==> config.mk <==
export PLATFORM = sky130hd
export DESIGN_NAME = button_combo_bind_recorder
export DESIGN_NICKNAME = d
export VERILOG_FILES = /design/src/design/bcbr_pkg.sv /design/src/design/button_combo_bind_recorder.sv
export SDC_FILE = /design/constraint.sdc
export NUM_CORES = 1
export LEC_CHECK = 0
export BUFFER_PORTS_ARGS = -buffer_cell sky130_fd_sc_hd__buf_4
export CAP_MARGIN = 20
export CELL_PAD_IN_SITES_DETAIL_PLACEMENT = 0
export CELL_PAD_IN_SITES_GLOBAL_PLACEMENT = 1
export CORE_MARGIN = 3
export CORE_UTILIZATION = 46
export DETAILED_ROUTE_END_ITERATION = 10
export HOLD_SLACK_MARGIN = 0.1
export PLACE_DENSITY_LB_ADDON = 0.2
export SYNTH_ARGS = -nofsm -noshare
export SYNTH_HDL_FRONTEND = slang
export SYNTH_SLANG_ARGS = --single-unit
==> constraint.sdc <==
create_clock -name clk -period 7.3 [get_ports clk]
set_input_delay 1.46 -clock clk [delete_from_list [all_inputs] [get_ports clk]]
set_output_delay 1.46 -clock clk [all_outputs]
set_load 0.01 [all_outputs]
==> src/design/bcbr_pkg.sv <==
// Shared constants, types and helpers for the button combo bind recorder.
package bcbr_pkg;

	localparam int NUM_BINDS = 16;
	localparam int ADDR_W    = (NUM_BINDS > 1) ? $clog2(NUM_BINDS) : 1;
	localparam int CNT_W     = ADDR_W + 1;

	// item kinds
	localparam logic [2:0] K_SAMPLE = 3'd0;
	localparam logic [2:0] K_BEGIN  = 3'd1;
	localparam logic [2:0] K_CANCEL = 3'd2;
	localparam logic [2:0] K_WRITE  = 3'd3;
	localparam logic [2:0] K_LOAD   = 3'd4;

	// recorder phases
	localparam logic [1:0] PH_OFF     = 2'd0;
	localparam logic [1:0] PH_WAIT    = 2'd1;
	localparam logic [1:0] PH_CAPTURE = 2'd2;

	// register indexes
	localparam logic REG_USABLE = 1'b0;
	localparam logic REG_MAXCNT = 1'b1;

	typedef enum logic [4:0] {
		ST_IDLE   = 5'b00001,
		ST_EXEC   = 5'b00010,
		ST_CHECK  = 5'b00100,
		ST_SWEEP  = 5'b01000,
		ST_FINISH = 5'b10000
	} state_t;

	function automatic logic [2:0] pop4(input logic [3:0] v);
		pop4 = 3'(v[0]) + 3'(v[1]) + 3'(v[2]) + 3'(v[3]);
	endfunction

	function automatic logic [4:0] pop16(input logic [15:0] v);
		logic [3:0] lo;
		logic [3:0] hi;
		lo = 4'(pop4(v[3:0])) + 4'(pop4(v[7:4]));
		hi = 4'(pop4(v[11:8])) + 4'(pop4(v[15:12]));
		pop16 = 5'(lo) + 5'(hi);
	endfunction

endpackage

==> src/design/button_combo_bind_recorder.sv <==
// Button combo bind table with recorder, bind masks held in a synchronous RAM.
// Each accepted item passes through an execute state, a read-check-write state, a sweep of
// all NUM_BINDS entries through the RAM read port, and an output load.
// A new item is taken only in idle, so items never overlap; the output load waits on m_tready.
// Reset: async, active low; per-entry valid flops make the whole table read as zero
// at once, no clearing pass; registers return to usable 0xFFFF and max count 4.
module button_combo_bind_recorder (
	input  logic        clk,
	input  logic        arst_n,
	// config write port
	input  logic        cfg_we,
	input  logic        cfg_index,
	input  logic [15:0] cfg_data,
	// input stream
	input  logic        s_tvalid,
	output logic        s_tready,
	input  logic [39:0] s_tdata,   // pad_buttons[15:0], bind_index[19:16], mask_value[35:20],
	                               // live_flag[36], zero[39:37]
	input  logic [2:0]  s_tuser,   // kind[2:0]
	// result stream
	output logic        m_tvalid,
	input  logic        m_tready,
	output logic [39:0] m_tdata    // held_hits[15:0], pressed_hits[31:16], recorder_phase[33:32],
	                               // recorder_muted[34], table_changed[35],
	                               // combo_committed[36], zero[39:37]
);

	localparam int NB = bcbr_pkg::NUM_BINDS;
	localparam int AW = bcbr_pkg::ADDR_W;
	localparam int CW = bcbr_pkg::CNT_W;

	bcbr_pkg::state_t state_q;

	logic [15:0] usable_q;
	logic [4:0]  maxcnt_q;

	// accepted item
	logic [2:0]  kind_q;
	logic [15:0] pad_q;
	logic [3:0]  idx_q;
	logic [15:0] mval_q;
	logic        live_q;

	// recorder state
	logic [15:0] held_now_q;
	logic [15:0] held_before_q;
	logic [15:0] accum_q;
	logic [1:0]  phase_q;
	logic [3:0]  target_q;
	logic        silent_q;
	logic        dirty_q;

	// pending bind write
	logic          wr_req_q;
	logic [AW-1:0] wr_addr_q;
	logic [15:0]   wr_mask_q;
	logic          wr_mark_q;
	logic          committed_q;

	// sweep
	logic [CW-1:0] sweep_q;
	logic [15:0]   held_hits_q;
	logic [15:0]   pressed_hits_q;

	// RAM
	logic [15:0]   mem [NB];
	logic [NB-1:0] valid_q;
	logic [15:0]   rd_data_s1;
	logic          rd_ok_s1;
	logic [AW-1:0] rd_idx_s1;
	logic          rd_sweep_s1;
	logic [15:0]   rd_mask;

	logic [39:0] out_q;
	logic        out_valid_q;

	assign s_tready = (state_q == bcbr_pkg::ST_IDLE);
	assign m_tvalid = out_valid_q;
	assign m_tdata  = out_q;

	// ---------------- execute-stage decode ----------------
	logic [15:0]   held_new;
	logic [4:0]    held_cnt;
	logic          idx_ok;
	logic          ex_wr;
	logic [AW-1:0] ex_addr;
	logic [15:0]   ex_mask;
	logic          ex_mark;
	logic          ex_commit;
	logic [15:0]   n_held_now, n_held_before, n_accum;
	logic [1:0]    n_phase;
	logic [3:0]    n_target;
	logic          n_silent;

	assign held_new = pad_q & usable_q;
	assign held_cnt = bcbr_pkg::pop16(held_new);
	assign idx_ok   = ({1'b0, idx_q} < 5'(NB));

	always_comb begin
		logic        cm;
		logic [15:0] cm_mask;
		cm            = 1'b0;
		cm_mask       = '0;
		ex_wr         = 1'b0;
		ex_addr       = idx_q[AW-1:0];
		ex_mask       = mval_q & usable_q;
		ex_mark       = 1'b1;
		ex_commit     = 1'b0;
		n_held_now    = held_now_q;
		n_held_before = held_before_q;
		n_accum       = accum_q;
		n_phase       = phase_q;
		n_target      = target_q;
		n_silent      = silent_q;
		case (kind_q)
			bcbr_pkg::K_SAMPLE: begin
				n_held_before = held_now_q;
				n_held_now    = held_new;
				if (silent_q && phase_q == bcbr_pkg::PH_OFF && held_new == '0)
					n_silent = 1'b0;
				case (phase_q)
					bcbr_pkg::PH_WAIT: begin
						if (held_new == '0)
							n_phase = bcbr_pkg::PH_CAPTURE;
					end
					bcbr_pkg::PH_CAPTURE: begin
						if ((accum_q & ~held_new) != '0) begin
							cm      = 1'b1;
							cm_mask = accum_q;
						end else if (held_cnt >= maxcnt_q) begin
							cm      = 1'b1;
							cm_mask = held_new;
						end else begin
							n_accum = held_new;
						end
					end
					default: ;
				endcase
				if (cm) begin
					n_phase = bcbr_pkg::PH_OFF;
					n_accum = '0;
					if (cm_mask != '0) begin
						ex_commit = 1'b1;
						ex_wr     = ({1'b0, target_q} < 5'(NB));
						ex_addr   = target_q[AW-1:0];
						ex_mask   = cm_mask & usable_q;
					end
				end
			end
			bcbr_pkg::K_BEGIN: begin
				if (idx_ok) begin
					n_target = idx_q;
					n_accum  = '0;
					n_phase  = bcbr_pkg::PH_WAIT;
					n_silent = 1'b1;
				end
			end
			bcbr_pkg::K_CANCEL: begin
				n_phase = bcbr_pkg::PH_OFF;
				n_accum = '0;
			end
			bcbr_pkg::K_WRITE: begin
				ex_wr = idx_ok;
			end
			bcbr_pkg::K_LOAD: begin
				ex_wr   = idx_ok;
				ex_mark = 1'b0;
			end
			default: ;
		endcase
	end

	// ---------------- RAM ports ----------------
	// Reads happen in EXEC and SWEEP, the single write in CHECK, so the same entry is
	// never read and written at one edge.
	logic          rd_en;
	logic          rd_sweep;
	logic [AW-1:0] rd_addr;
	logic          mem_we;
	logic          mask_fits;

	assign rd_sweep  = (state_q == bcbr_pkg::ST_SWEEP) && (sweep_q < CW'(NB));
	assign rd_en     = (state_q == bcbr_pkg::ST_EXEC) || rd_sweep;
	assign rd_addr   = (state_q == bcbr_pkg::ST_EXEC) ? ex_addr : sweep_q[AW-1:0];
	assign mask_fits = (bcbr_pkg::pop16(wr_mask_q) <= maxcnt_q);
	assign mem_we    = (state_q == bcbr_pkg::ST_CHECK) && wr_req_q && mask_fits;
	assign rd_mask   = rd_ok_s1 ? rd_data_s1 : '0;

	always_ff @(posedge clk) begin
		if (mem_we)
			mem[wr_addr_q] <= wr_mask_q;
		if (rd_en)
			rd_data_s1 <= mem[rd_addr];
	end

	always_ff @(posedge clk or negedge arst_n) begin
		if (!arst_n) begin
			valid_q     <= '0;
			rd_ok_s1    <= 1'b0;
			rd_sweep_s1 <= 1'b0;
			rd_idx_s1   <= '0;
		end else begin
			if (mem_we)
				valid_q[wr_addr_q] <= 1'b1;
			if (rd_en) begin
				rd_ok_s1  <= valid_q[rd_addr];
				rd_idx_s1 <= rd_addr;
			end
			rd_sweep_s1 <= rd_sweep;
		end
	end

	// ---------------- item capture ----------------
	always_ff @(posedge clk) begin
		if (s_tvalid && s_tready) begin
			kind_q <= s_tuser;
			pad_q  <= s_tdata[15:0];
			idx_q  <= s_tdata[19:16];
			mval_q <= s_tdata[35:20];
			live_q <= s_tdata[36];
		end
		if (state_q == bcbr_pkg::ST_EXEC) begin
			wr_addr_q <= ex_addr;
			wr_mask_q <= ex_mask;
			wr_mark_q <= ex_mark;
		end
	end

	// ---------------- control ----------------
	always_ff @(posedge clk or negedge arst_n) begin
		if (!arst_n) begin
			state_q        <= bcbr_pkg::ST_IDLE;
			usable_q       <= 16'hFFFF;
			maxcnt_q       <= 5'd4;
			held_now_q     <= '0;
			held_before_q  <= '0;
			accum_q        <= '0;
			phase_q        <= bcbr_pkg::PH_OFF;
			target_q       <= '0;
			silent_q       <= 1'b0;
			dirty_q        <= 1'b0;
			wr_req_q       <= 1'b0;
			committed_q    <= 1'b0;
			sweep_q        <= '0;
			held_hits_q    <= '0;
			pressed_hits_q <= '0;
			out_valid_q    <= 1'b0;
			out_q          <= '0;
		end else begin
			if (cfg_we) begin
				case (cfg_index)
					bcbr_pkg::REG_USABLE: usable_q <= cfg_data;
					bcbr_pkg::REG_MAXCNT: maxcnt_q <= cfg_data[4:0];
					default: ;
				endcase
			end
			// FINISH handles its own output handshake
			if (out_valid_q && m_tready && state_q != bcbr_pkg::ST_FINISH)
				out_valid_q <= 1'b0;

			case (state_q)
				bcbr_pkg::ST_IDLE: begin
					if (s_tvalid)
						state_q <= bcbr_pkg::ST_EXEC;
				end
				bcbr_pkg::ST_EXEC: begin
					held_now_q     <= n_held_now;
					held_before_q  <= n_held_before;
					accum_q        <= n_accum;
					phase_q        <= n_phase;
					target_q       <= n_target;
					silent_q       <= n_silent;
					wr_req_q       <= ex_wr;
					committed_q    <= ex_commit;
					held_hits_q    <= '0;
					pressed_hits_q <= '0;
					state_q        <= bcbr_pkg::ST_CHECK;
				end
				bcbr_pkg::ST_CHECK: begin
					// old entry is on the read port now
					if (mem_we && wr_mark_q && rd_mask != wr_mask_q)
						dirty_q <= 1'b1;
					sweep_q <= '0;
					state_q <= bcbr_pkg::ST_SWEEP;
				end
				bcbr_pkg::ST_SWEEP: begin
					if (rd_sweep)
						sweep_q <= sweep_q + 1'b1;
					if (rd_sweep_s1) begin
						if (live_q && rd_mask != '0 && held_now_q == rd_mask) begin
							held_hits_q[rd_idx_s1] <= 1'b1;
							if (held_before_q != rd_mask)
								pressed_hits_q[rd_idx_s1] <= 1'b1;
						end
						if (rd_idx_s1 == AW'(NB - 1))
							state_q <= bcbr_pkg::ST_FINISH;
					end
				end
				bcbr_pkg::ST_FINISH: begin
					if (!out_valid_q || m_tready) begin
						out_q       <= {3'b000, committed_q, dirty_q, silent_q, phase_q,
						                pressed_hits_q, held_hits_q};
						out_valid_q <= 1'b1;
						state_q     <= bcbr_pkg::ST_IDLE;
					end
				end
				default: state_q <= bcbr_pkg::ST_IDLE;
			endcase
		end
	end

	// ---------------- assertions ----------------
	a_we_in_check: assert property (@(posedge clk) disable iff (!arst_n)
		mem_we |-> (state_q == bcbr_pkg::ST_CHECK))
		else $error("bind RAM written outside the check cycle");

	a_accept_exec: assert property (@(posedge clk) disable iff (!arst_n)
		(s_tvalid && s_tready) |=> (state_q == bcbr_pkg::ST_EXEC))
		else $error("accepted beat did not enter execute");

	a_commit_off: assert property (@(posedge clk) disable iff (!arst_n)
		(m_tvalid && m_tdata[36]) |-> (m_tdata[33:32] == bcbr_pkg::PH_OFF))
		else $error("commit reported while recorder still active");

	a_accum_capture: assert property (@(posedge clk) disable iff (!arst_n)
		(accum_q != '0) |-> (phase_q == bcbr_pkg::PH_CAPTURE))
		else $error("combo accumulator nonzero outside capture");

	a_load_out: assert property (@(posedge clk) disable iff (!arst_n)
		(state_q == bcbr_pkg::ST_FINISH && (!out_valid_q || m_tready)) |=> out_valid_q)
		else $error("finished result not loaded into output register");

endmodule
==> results of run 1 <==
cell families after synthesis:
kind of cell	share of synthesized area, %
XOR/XNOR	1.24
AO/OA/AOI/OAI	8.06
buffers and inverters	2.90
other	0.0166
multiplexers	9.19
adder cells (fa/ha/maj)	2.99
flip-flops	64.4
AND/OR/NAND/NOR	11.2
final cells by class:
cell class	instances	share of cell area (%)
sequential	514	55.9
multi-input combinational	1086	28.6
clock buffer	76	5.86
timing repair buffer	154	4.80
tap	656	3.15
inverter	60	0.866
clock inverter	23	0.803
report_power, final:
part / leakage [nW] / internal, mW / switching, mW
logic: 4.69 / 1.50 / 2.08
registers: 5.44 / 3.54 / 0.391
clock network: 0.861 / 1.56 / 1.13
total: 11.0 / 6.60 / 3.60
metal layers:
| layer | vias up | GRT usage [%] | part of all wire, % |
|---|---|---|---|
| li1 | 6613 | - | - |
| met1 | 7031 | 29.6 | 46 |
| met2 | 278 | 34.1 | 48 |
| met3 | 78 | 2.92 | 4.2 |
| met4 | 0 | 5.65 | 2.0 |
| met5 | - | 0 | 0 |
placed cells by master, fill, tap and decap left out, drive strengths merged, types with 7 or more instances in the layout:
cell	instances
and2	16
buf	153
a211o	16
o21ai	85
a31oi	10
dfstp	18
clkinv	19
a22oi	19
a22o	7
mux2	107
fa	20
ha	22
nor2	91
nor3	34
o22ai	19
nand2b	14
a21oi	67
nor2b	16
xor2	7
nand3	36
inv	61
edfxtp	333
o31ai	23
dfrtp	163
xnor2	25
or2	17
clkbuf	77
and3	49
nand2	213
nand4	11
nor4	13
nand3b	12
mux2i	87
worst max-delay path, cell delays in order, from the launching register on:
cell and delay, ns:
dfstp_2 0.54, nand2_1 0.16, inv_1 0.13, fa_1 0.41, fa_1 0.51, inv_1 0.05, fa_1 0.49, inv_1 0.05
fa_1 0.43, ha_1 0.23, fa_1 0.46, xor2_1 0.18, ha_1 0.29, a21oi_1 0.13, o21ai_1 0.08, a31oi_1 0.30
buf_4 0.18, a31oi_2 0.08, o2111a_1 0.32, nor3_2 0.22, buf_12 0.21, buf_4 0.26, mux2i_1 0.24, mux2_2 0.18
o22ai_1 0.10, a211o_1 0.29
metrics by stage:
stage          hold slack, ns  std cells  power (mW)
2_1_floorplan           0.432       1752        6.44
3_3_place_gp            0.450       2470        7.50
3_5_place_dp            0.450       2470        7.58
6_report                0.466       2569        10.2
5_1_grt                 0.488       2569        10.9
4_1_cts                 0.466       2569        10.3
worst min-delay path by stage:
stage,startpoint,slack (ns),to,depth (start not counted)
6_report,valid_q[3]$_DFFE_PN0P_,0.47,valid_q[3]$_DFFE_PN0P_,1
5_1_grt,valid_q[14]$_DFFE_PN0P_,0.49,valid_q[14]$_DFFE_PN0P_,1
4_1_cts,valid_q[3]$_DFFE_PN0P_,0.47,valid_q[3]$_DFFE_PN0P_,1
3_5_place_dp,valid_q[3]$_DFFE_PN0P_,0.45,valid_q[3]$_DFFE_PN0P_,1
3_3_place_gp,valid_q[2]$_DFFE_PN0P_,0.45,valid_q[2]$_DFFE_PN0P_,1
2_1_floorplan,valid_q[2]$_DFFE_PN0P_,0.43,valid_q[2]$_DFFE_PN0P_,1
==> flow_metrics.py, run 1 <==
metrics = {
    "placed_design": {
        "portBuffers": 100,
        "gp_congestion": 0.823,
        "hpwl_um": 35000,
        "place_area_sq_um": 24300,
        "dp_slack_ns": 0.460,
    },
    "grt": {
        "grt_pass1_wl_um": 82300,
        "grt_max_degree": 123,
        "antenna_found_initial": 0,
        "first_global_vias": 14000,
        "overflow": 0,
        "track_usage_pct": 20.8,
    },
    "critical_path": {
        "reg2reg_slack_ns": 0.47,
        "r2r-start": "usable_q[13]$_DFFE_PN1P_",
        "r2r_end": "rd_data_s1[7]$_DFFE_PP_",
        "arrival_ns": 7.17,
        "worstSetupEndpoint": "rd_data_s1[7]$_DFFE_PP_",
        "startpoint_type": "register",
        "worstRegToRegCells": 25,
        "path_class": "reg2reg",
        "path_max_fanout": 16,
        "critPathRequiredTime_ns": 7.65,
        "critPathLaunch": "usable_q[13]$_DFFE_PN1P_",
        "endpoint_kind": "register",
    },
    "timing": {
        "setup_tns_ns": 0,
        "worstMarginPinSlew_ns": 1.02,
        "rsz0062_at_grt": "false",
        "fmax_ghz": 0.146,
        "hold_viol_final": 0,
        "finalCriticalPeriod_ns": 6.83,
        "relSlewSlack_pct": 32.1,
        "setup_slack_ns": 0.472,
        "skew_ns": 0.0211,
        "setup_viol_count_final": 0,
        "fin_crit_sh_pct": 93.5,
        "slew_violations": 0,
    },
    "detailed_routing": {
        "wl_per_cell_um": 20.7,
        "viasPerCell": 5.45,
        "vias": 14000,
        "routed_wl_um": 53200,
        "initialDrtViolationCount": 1107,
        "drt_pass1_iterations": 5,
        "ant_nets": 0,
        "drcViolationCount": 0,
    },
    "synthesis": {
        "ys_ff_latch": 514,
        "synth_warnings": 0,
        "async_reset_ff_share_pct": 35.2,
        "synth_edf_count": 333,
        "synth_cell_types": 64,
        "synth.area.top_cells": "edfxtp_1, dfrtp_1, mux2_2, mux2i_1, nand2_1",
        "synth_cells": 1750,
        "netlist_area_sq_um": 22600,
        "yosys-top-cells-count": "edfxtp_1, nand2_1, dfrtp_1, mux2_2, nor2_1",
        "synth.avg_cell_area_sq_um": 12.9,
        "synth.top_cell.area_share_pct": 44.3,
        "synth_top_flop_cell": "edfxtp_1",
        "synth.most_common_cell": "edfxtp_1",
        "synth_largest_area_cell": "edfxtp_1",
        "ys_seq_area_share_pct": 64.4,
    },
    "final_layout": {
        "multi_input_area_sq_um": 7440,
        "nets": 1977,
        "utilization_pct": 54.0,
        "antenna_cells": 0,
        "design_area_sq_um": 26000,
        "nFillCells": 4016,
        "seq_area_sq_um": 14600,
        "largest_reg_flops": 256,
        "drive_above_1_share_pct": 21.0,
        "area_growth_pct": 15.1,
        "regMostFlops": "mem",
    },
    "clocking": {
        "clockRootBuffer": "clkbuf_16",
        "path_clk_slew_ns": 0.06,
        "htree_num_levels": 2,
        "tritoncts": "done",
        "ctsResizeCount": 0,
        "clock_path_buffers": 3,
        "cts_buffers": 54,
        "cts_sinks": 514,
        "hold_buffers": 0,
        "clock_latency_ns": 0.61,
        "cts_setup_buffers": 0,
    },
    "power": {
        "power_density_nw_per_um2": 392,
        "vdd_drop_max_v": 0.000245,
        "leakagePower_nw": 11.0,
    },
    "die": {
        "core_sq_um": 48100,
        "die_w_um": 228,
        "die_y_um": 228,
        "dieArea_sq_um": 51800,
        "num_io_pins": 107,
        "start_util_pct": 46.9,
        "rows": 80,
    },
    "hold_path": {
        "hold_path.class": "reg2reg",
    },
    "outcome": {
        "outcome": "finished clean",
    },
    "job": {
        "drv_cap": 0,
    },
}
Note: power is estimated with default switching activity, not from simulation.
==> run 2: changes to the inputs <==
CORE_UTILIZATION = 55   (was 46)
clock period = 8.1 ns   (was 7.3 ns; I/O delays follow)
==> flow_metrics.py, run 2 (synthesis gave the netlist of run 1 again) <==
metrics = {
    "critical_path": {
        "path_buf_inv": 4,
        "worstSetupEndpoint": "rd_data_s1[8]$_DFFE_PP_",
        "path_depth": 22,
        "r2r-start": "usable_q[11]$_DFFE_PN1P_",
        "critPathRequiredTime_ns": 8.43,
        "path_max_fanout": 49,
        "cpMaxStageDelayCell": "buf_4",
        "worstRegToRegCells": 22,
        "cpLargestDelayFamily": "adder cells",
        "cpPeakStageDelay_ns": 0.62,
        "path_class": "reg2reg",
        "cpMostUsedCell": "fa_1",
        "r2r_end": "rd_data_s1[8]$_DFFE_PP_",
        "arrival_ns": 7.47,
        "startpoint_type": "register",
        "reg2reg_slack_ns": 0.96,
        "critPathLaunch": "usable_q[11]$_DFFE_PN1P_",
        "endpoint_kind": "register",
        "crit_path_cell_trace": "nand2_1, inv_1, fa_1, fa_1, inv_1, fa_1, inv_1, fa_1, ha_1, fa_1, xor2_1, ha_1, a21oi_1, o21ai_1, a31oi_1, a31oi_2, o2111a_1, nor3_2, buf_4, mux2i_1, a21oi_1, a211o_1",
    },
    "die": {
        "num_io_pins": 107,
        "dieArea_sq_um": 43600,
        "core_sq_um": 40200,
        "rows": 73,
        "start_util_pct": 56.2,
        "die_w_um": 209,
        "die_y_um": 209,
    },
    "grt": {
        "grt_max_degree": 118,
        "met1_usage_pct": 33.1,
        "track_usage_pct": 23.3,
        "grt.busiest_layer": "met2",
        "antenna_found_initial": 1,
        "grt_use_met3_pct": 3.36,
        "use_met2_pct": 38.0,
        "first_global_vias": 13900,
        "grt_pass1_wl_um": 79100,
        "overflow": 0,
    },
    "detailed_routing": {
        "wl_per_cell_um": 20.9,
        "viasPerCell": 5.81,
        "routed_wl_um": 50700,
        "initialDrtViolationCount": 956,
        "vias": 14100,
        "drcViolationCount": 0,
        "ant_nets": 0,
        "drt_pass1_iterations": 5,
    },
    "power": {
        "p_clk_share_pct": 26.9,
        "seq_power_share_pct": 39.1,
        "switching_share_pct": 34.7,
        "power_density_nw_per_um2": 353,
        "combPwrFrac_pct": 34.0,
        "leakagePower_nw": 10.9,
        "vdd_drop_max_v": 0.000279,
        "power.internal_mw": 5.92,
        "p_sw_mw": 3.15,
    },
    "timing": {
        "fmax_ghz": 0.140,
        "setup_tns_ns": 0,
        "finalCriticalPeriod_ns": 7.14,
        "setup_slack_ns": 0.956,
        "hold_viol_final": 0,
        "fin_crit_sh_pct": 88.2,
        "setup_viol_count_final": 0,
        "worstMarginPinSlew_ns": 1.12,
        "rsz0062_at_grt": "false",
        "relSlewSlack_pct": 25.2,
        "skew_ns": 0.0262,
        "fin_hold_ws_ns": 0.469,
        "slew_violations": 0,
    },
    "final_layout": {
        "area_growth_pct": 13.8,
        "drive_above_1_share_pct": 20.4,
        "layout_commonest_cell": "edfxtp_1",
        "nets": 1959,
        "design_area_sq_um": 25700,
        "nFillCells": 3043,
        "regMostFlops": "mem",
        "layout_common_cells": "edfxtp_1, nand2_1, dfrtp_1, buf_4, mux2_2",
        "antenna_cells": 0,
        "largest_reg_flops": 256,
    },
    "clocking": {
        "htree_num_levels": 2,
        "hold_buffers": 0,
        "ctsResizeCount": 0,
        "tritoncts": "done",
        "clock_path_buffers": 3,
        "clock_latency_ns": 0.59,
        "cts_buffers": 51,
        "clockRootBuffer": "clkbuf_16",
        "path_clk_slew_ns": 0.06,
        "cts_sinks": 514,
        "cts_setup_buffers": 0,
    },
    "placed_design": {
        "portBuffers": 100,
        "gp_congestion": 0.824,
        "dp_slack_ns": 0.999,
        "hpwl_um": 33000,
        "place_area_sq_um": 23900,
    },
    "job": {
        "drv_cap": 0,
    },
    "hold_path": {
        "hold_path.class": "reg2reg",
        "whs_path_depth": 1,
        "min_from": "valid_q[8]$_DFFE_PN0P_",
    },
    "outcome": {
        "outcome": "finished clean",
    },
}
[run 2: cell count changes in the layout (fill, tap and decap cells not counted), sizes merged]
cell / delta
buf: -15
clkbuf: -1
clkinv: -5
bufinv: +2
clkinvlp: +1
[run 2: how the worst min path moves through the flow]
stage                                   to
finish              valid_q[8]$_DFFE_PN0P_
global route        valid_q[0]$_DFFE_PN0P_
CTS                 valid_q[3]$_DFFE_PN0P_
detailed placement  valid_q[9]$_DFFE_PN0P_
global placement    valid_q[2]$_DFFE_PN0P_
floorplan           valid_q[2]$_DFFE_PN0P_
[run 2: power by group through the flow]
| stage | sequential, mW | combinational, mW | clock, mW |
|---|---|---|---|
| CTS | 3.55 | 3.10 | 2.49 |
| global placement | 3.58 | 3.01 | 0 |
| floorplan | 3.41 | 2.40 | 0 |
| finish | 3.55 | 3.08 | 2.44 |
| global route | 3.59 | 3.44 | 2.60 |
| detailed placement | 3.59 | 3.08 | 0 |
[run 2: layout make-up]
class | instances | area (sq um) | share of cell area (%)
clock buffer | 75 | 1520 | 5.91
sequential | 514 | 14600 | 56.6
multi-input combinational | 1086 | 7440 | 28.9
timing repair buffer | 139 | 1070 | 4.18
clock inverter | 21 | 244 | 0.949
inverter | 60 | 225 | 0.876
tap | 525 | 657 | 2.55
[run 2: per-layer routing]
layer	part of all wire, %	vias to the layer above
met5	0	-
met4	2.0	0
met3	5.6	69
met2	49	365
met1	44	7050
li1	-	6576
[run 2: worst reg2reg max path, cell delays in order (launching register included)]
cell and delay (ns):
dfstp_2 0.54, nand2_1 0.17, inv_1 0.12, fa_1 0.43, fa_1 0.51, inv_1 0.05, fa_1 0.50, inv_1 0.05
fa_1 0.43, ha_1 0.23, fa_1 0.46, xor2_1 0.18, ha_1 0.29, a21oi_1 0.14, o21ai_1 0.08, a31oi_1 0.38
a31oi_2 0.16, o2111a_1 0.31, nor3_2 0.47, buf_4 0.62, mux2i_1 0.33, a21oi_1 0.09, a211o_1 0.32
[run 2: metrics by stage]
stage               std cells  power, mW  utilization, %
floorplan                1752       5.81               -
global placement         2324       6.59            59.6
detailed placement       2324       6.67            59.6
CTS                      2420       9.13            64.0
global route             2420       9.63            64.0
finish                   2420       9.07            64.0
==> run 3: changes to the inputs <==
CORE_UTILIZATION = 57   (was 55)
CTS_BUF_LIST = sky130_fd_sc_hd__clkbuf_2   (was not set)
==> flow_metrics.py, run 3 (synthesis gave the netlist of run 1 again) <==
metrics = {
    "power": {
        "vdd_drop_max_v": 0.000241,
        "power_density_nw_per_um2": 336,
        "leakagePower_nw": 11.0,
    },
    "final_layout": {
        "regMostFlops": "mem",
        "area_growth_pct": 11.6,
        "seq_area_sq_um": 14600,
        "nets": 2041,
        "largest_reg_flops": 256,
        "utilization_pct": 64.8,
        "multi_input_area_sq_um": 7440,
        "design_area_sq_um": 25200,
        "nFillCells": 3102,
        "layout_common_cells": "edfxtp_1, nand2_1, clkbuf_2, dfrtp_1, buf_4",
        "layout_commonest_cell": "edfxtp_1",
        "drive_above_1_share_pct": 25.3,
    },
    "clocking": {
        "ctsResizeCount": 0,
        "hold_buffers": 0,
        "cts_buffers": 131,
        "cts_setup_buffers": 0,
        "tritoncts": "done",
        "cts_sinks": 514,
        "path_clk_slew_ns": 0.10,
        "clock_path_buffers": 3,
        "htree_num_levels": 4,
        "clock_latency_ns": 1.09,
        "clockRootBuffer": "clkbuf_2",
    },
    "timing": {
        "skew_ns": 0.0779,
        "relSlewSlack_pct": 35.9,
        "slew_violations": 0,
        "rsz0062_at_grt": "false",
        "fmax_ghz": 0.143,
        "hold_viol_final": 0,
        "setup_tns_ns": 0,
        "worstMarginPinSlew_ns": 0.961,
        "setup_viol_count_final": 0,
        "fin_crit_sh_pct": 86.5,
        "finalCriticalPeriod_ns": 7.01,
    },
    "critical_path": {
        "cpMaxStageDelayCell": "dfstp_2",
        "path_buf_inv": 5,
        "endpoint_kind": "register",
        "critPathRequiredTime_ns": 8.91,
        "startpoint_type": "register",
        "path_max_fanout": 83,
        "cpMostUsedCell": "fa_1",
        "cpLargestDelayFamily": "adder cells",
        "arrival_ns": 7.82,
        "crit_path_cell_trace": "nand2_1, inv_1, fa_1, inv_1, fa_1, fa_1, inv_1, fa_1, ha_1, fa_1, xor2_1, ha_1, a21oi_1, o21ai_1, a31oi_1, a31oi_2, o2111a_1, nor3_2, buf_4, buf_12, mux2i_1, mux2_2, o22ai_1, a211o_1",
        "cpPeakStageDelay_ns": 0.55,
        "path_class": "reg2reg",
    },
    "hold_path": {
        "hold_path.class": "reg2reg",
    },
    "die": {
        "core_sq_um": 38900,
        "die_w_um": 205,
        "start_util_pct": 58.1,
        "die_y_um": 205,
        "rows": 72,
        "dieArea_sq_um": 42100,
        "num_io_pins": 107,
    },
    "grt": {
        "antenna_found_initial": 2,
        "first_global_vias": 14700,
        "grt_pass1_wl_um": 80600,
        "overflow": 0,
        "track_usage_pct": 25.0,
        "grt_max_degree": 117,
    },
    "detailed_routing": {
        "drt_pass1_iterations": 5,
        "ant_nets": 0,
        "initialDrtViolationCount": 1045,
        "drcViolationCount": 0,
        "wl_per_cell_um": 20.1,
        "viasPerCell": 5.71,
        "vias": 14500,
        "routed_wl_um": 51300,
    },
    "placed_design": {
        "hpwl_um": 32900,
        "gp_congestion": 0.840,
        "portBuffers": 100,
        "place_area_sq_um": 23900,
    },
    "outcome": {
        "outcome": "finished clean",
    },
    "job": {
        "drv_cap": 0,
    },
}
run 3: final cells by class:
| class | instances | area share [%] |
|---|---|---|
| clock inverters | 37 | 1.26 |
| repair buffers | 141 | 4.35 |
| multi-input cells | 1086 | 29.5 |
| diodes | 2 | 0.0198 |
| well taps | 518 | 2.57 |
| inverters | 60 | 0.893 |
| flip-flops and latches | 514 | 57.7 |
| clock buffers | 188 | 3.73 |
run 3: final timing paths:
check / start / endpoint / slack [ns] / depth (start not counted)
worst max-delay path: usable_q[9]$_DFFE_PN1P_ / rd_data_s1[4]$_DFFE_PP_ / 1.09 / 24
worst min-delay path: valid_q[3]$_DFFE_PN0P_ / valid_q[3]$_DFFE_PN0P_ / 0.47 / 1
worst max register to register: usable_q[9]$_DFFE_PN1P_ / rd_data_s1[4]$_DFFE_PP_ / 1.09 / 24
worst min register to register: valid_q[3]$_DFFE_PN0P_ / valid_q[3]$_DFFE_PN0P_ / 0.47 / 1
max in group asynchronous: arst_n / accum_q[0]$_DFFE_PN0P_ / 5.90 / 2
min in group asynchronous: arst_n / m_tdata[20]$_DFFE_PN0P_ / 0.64 / 1
run 3: through the flow:
step	cells	hold slack, ns	power [mW]	worst slack (ns)
floorplan	1752	0.432	5.81	1.32
global placement	2318	0.450	6.59	1.18
detailed placement	2318	0.452	6.68	1.11
CTS	2543	0.471	8.54	0.993
global route	2546	0.496	9.09	0.739
finish	2546	0.472	8.46	1.09
run 3: per-layer routing:
metal | wire length, um | track usage [%]
met1 | 22100 | 34.7
met2 | 24700 | 39.7
met3 | 3240 | 4.78
met4 | 1210 | 9.54
met5 | 0 | 0
run 3: power breakdown:
| group | total (mW) | switching (mW) | leakage, nW | internal [mW] |
|---|---|---|---|---|
| Sequential | 3.55 | 0.365 | 5.44 | 3.18 |
| Combinational | 3.09 | 1.81 | 4.60 | 1.27 |
| Clock | 1.83 | 1.02 | 0.935 | 0.814 |
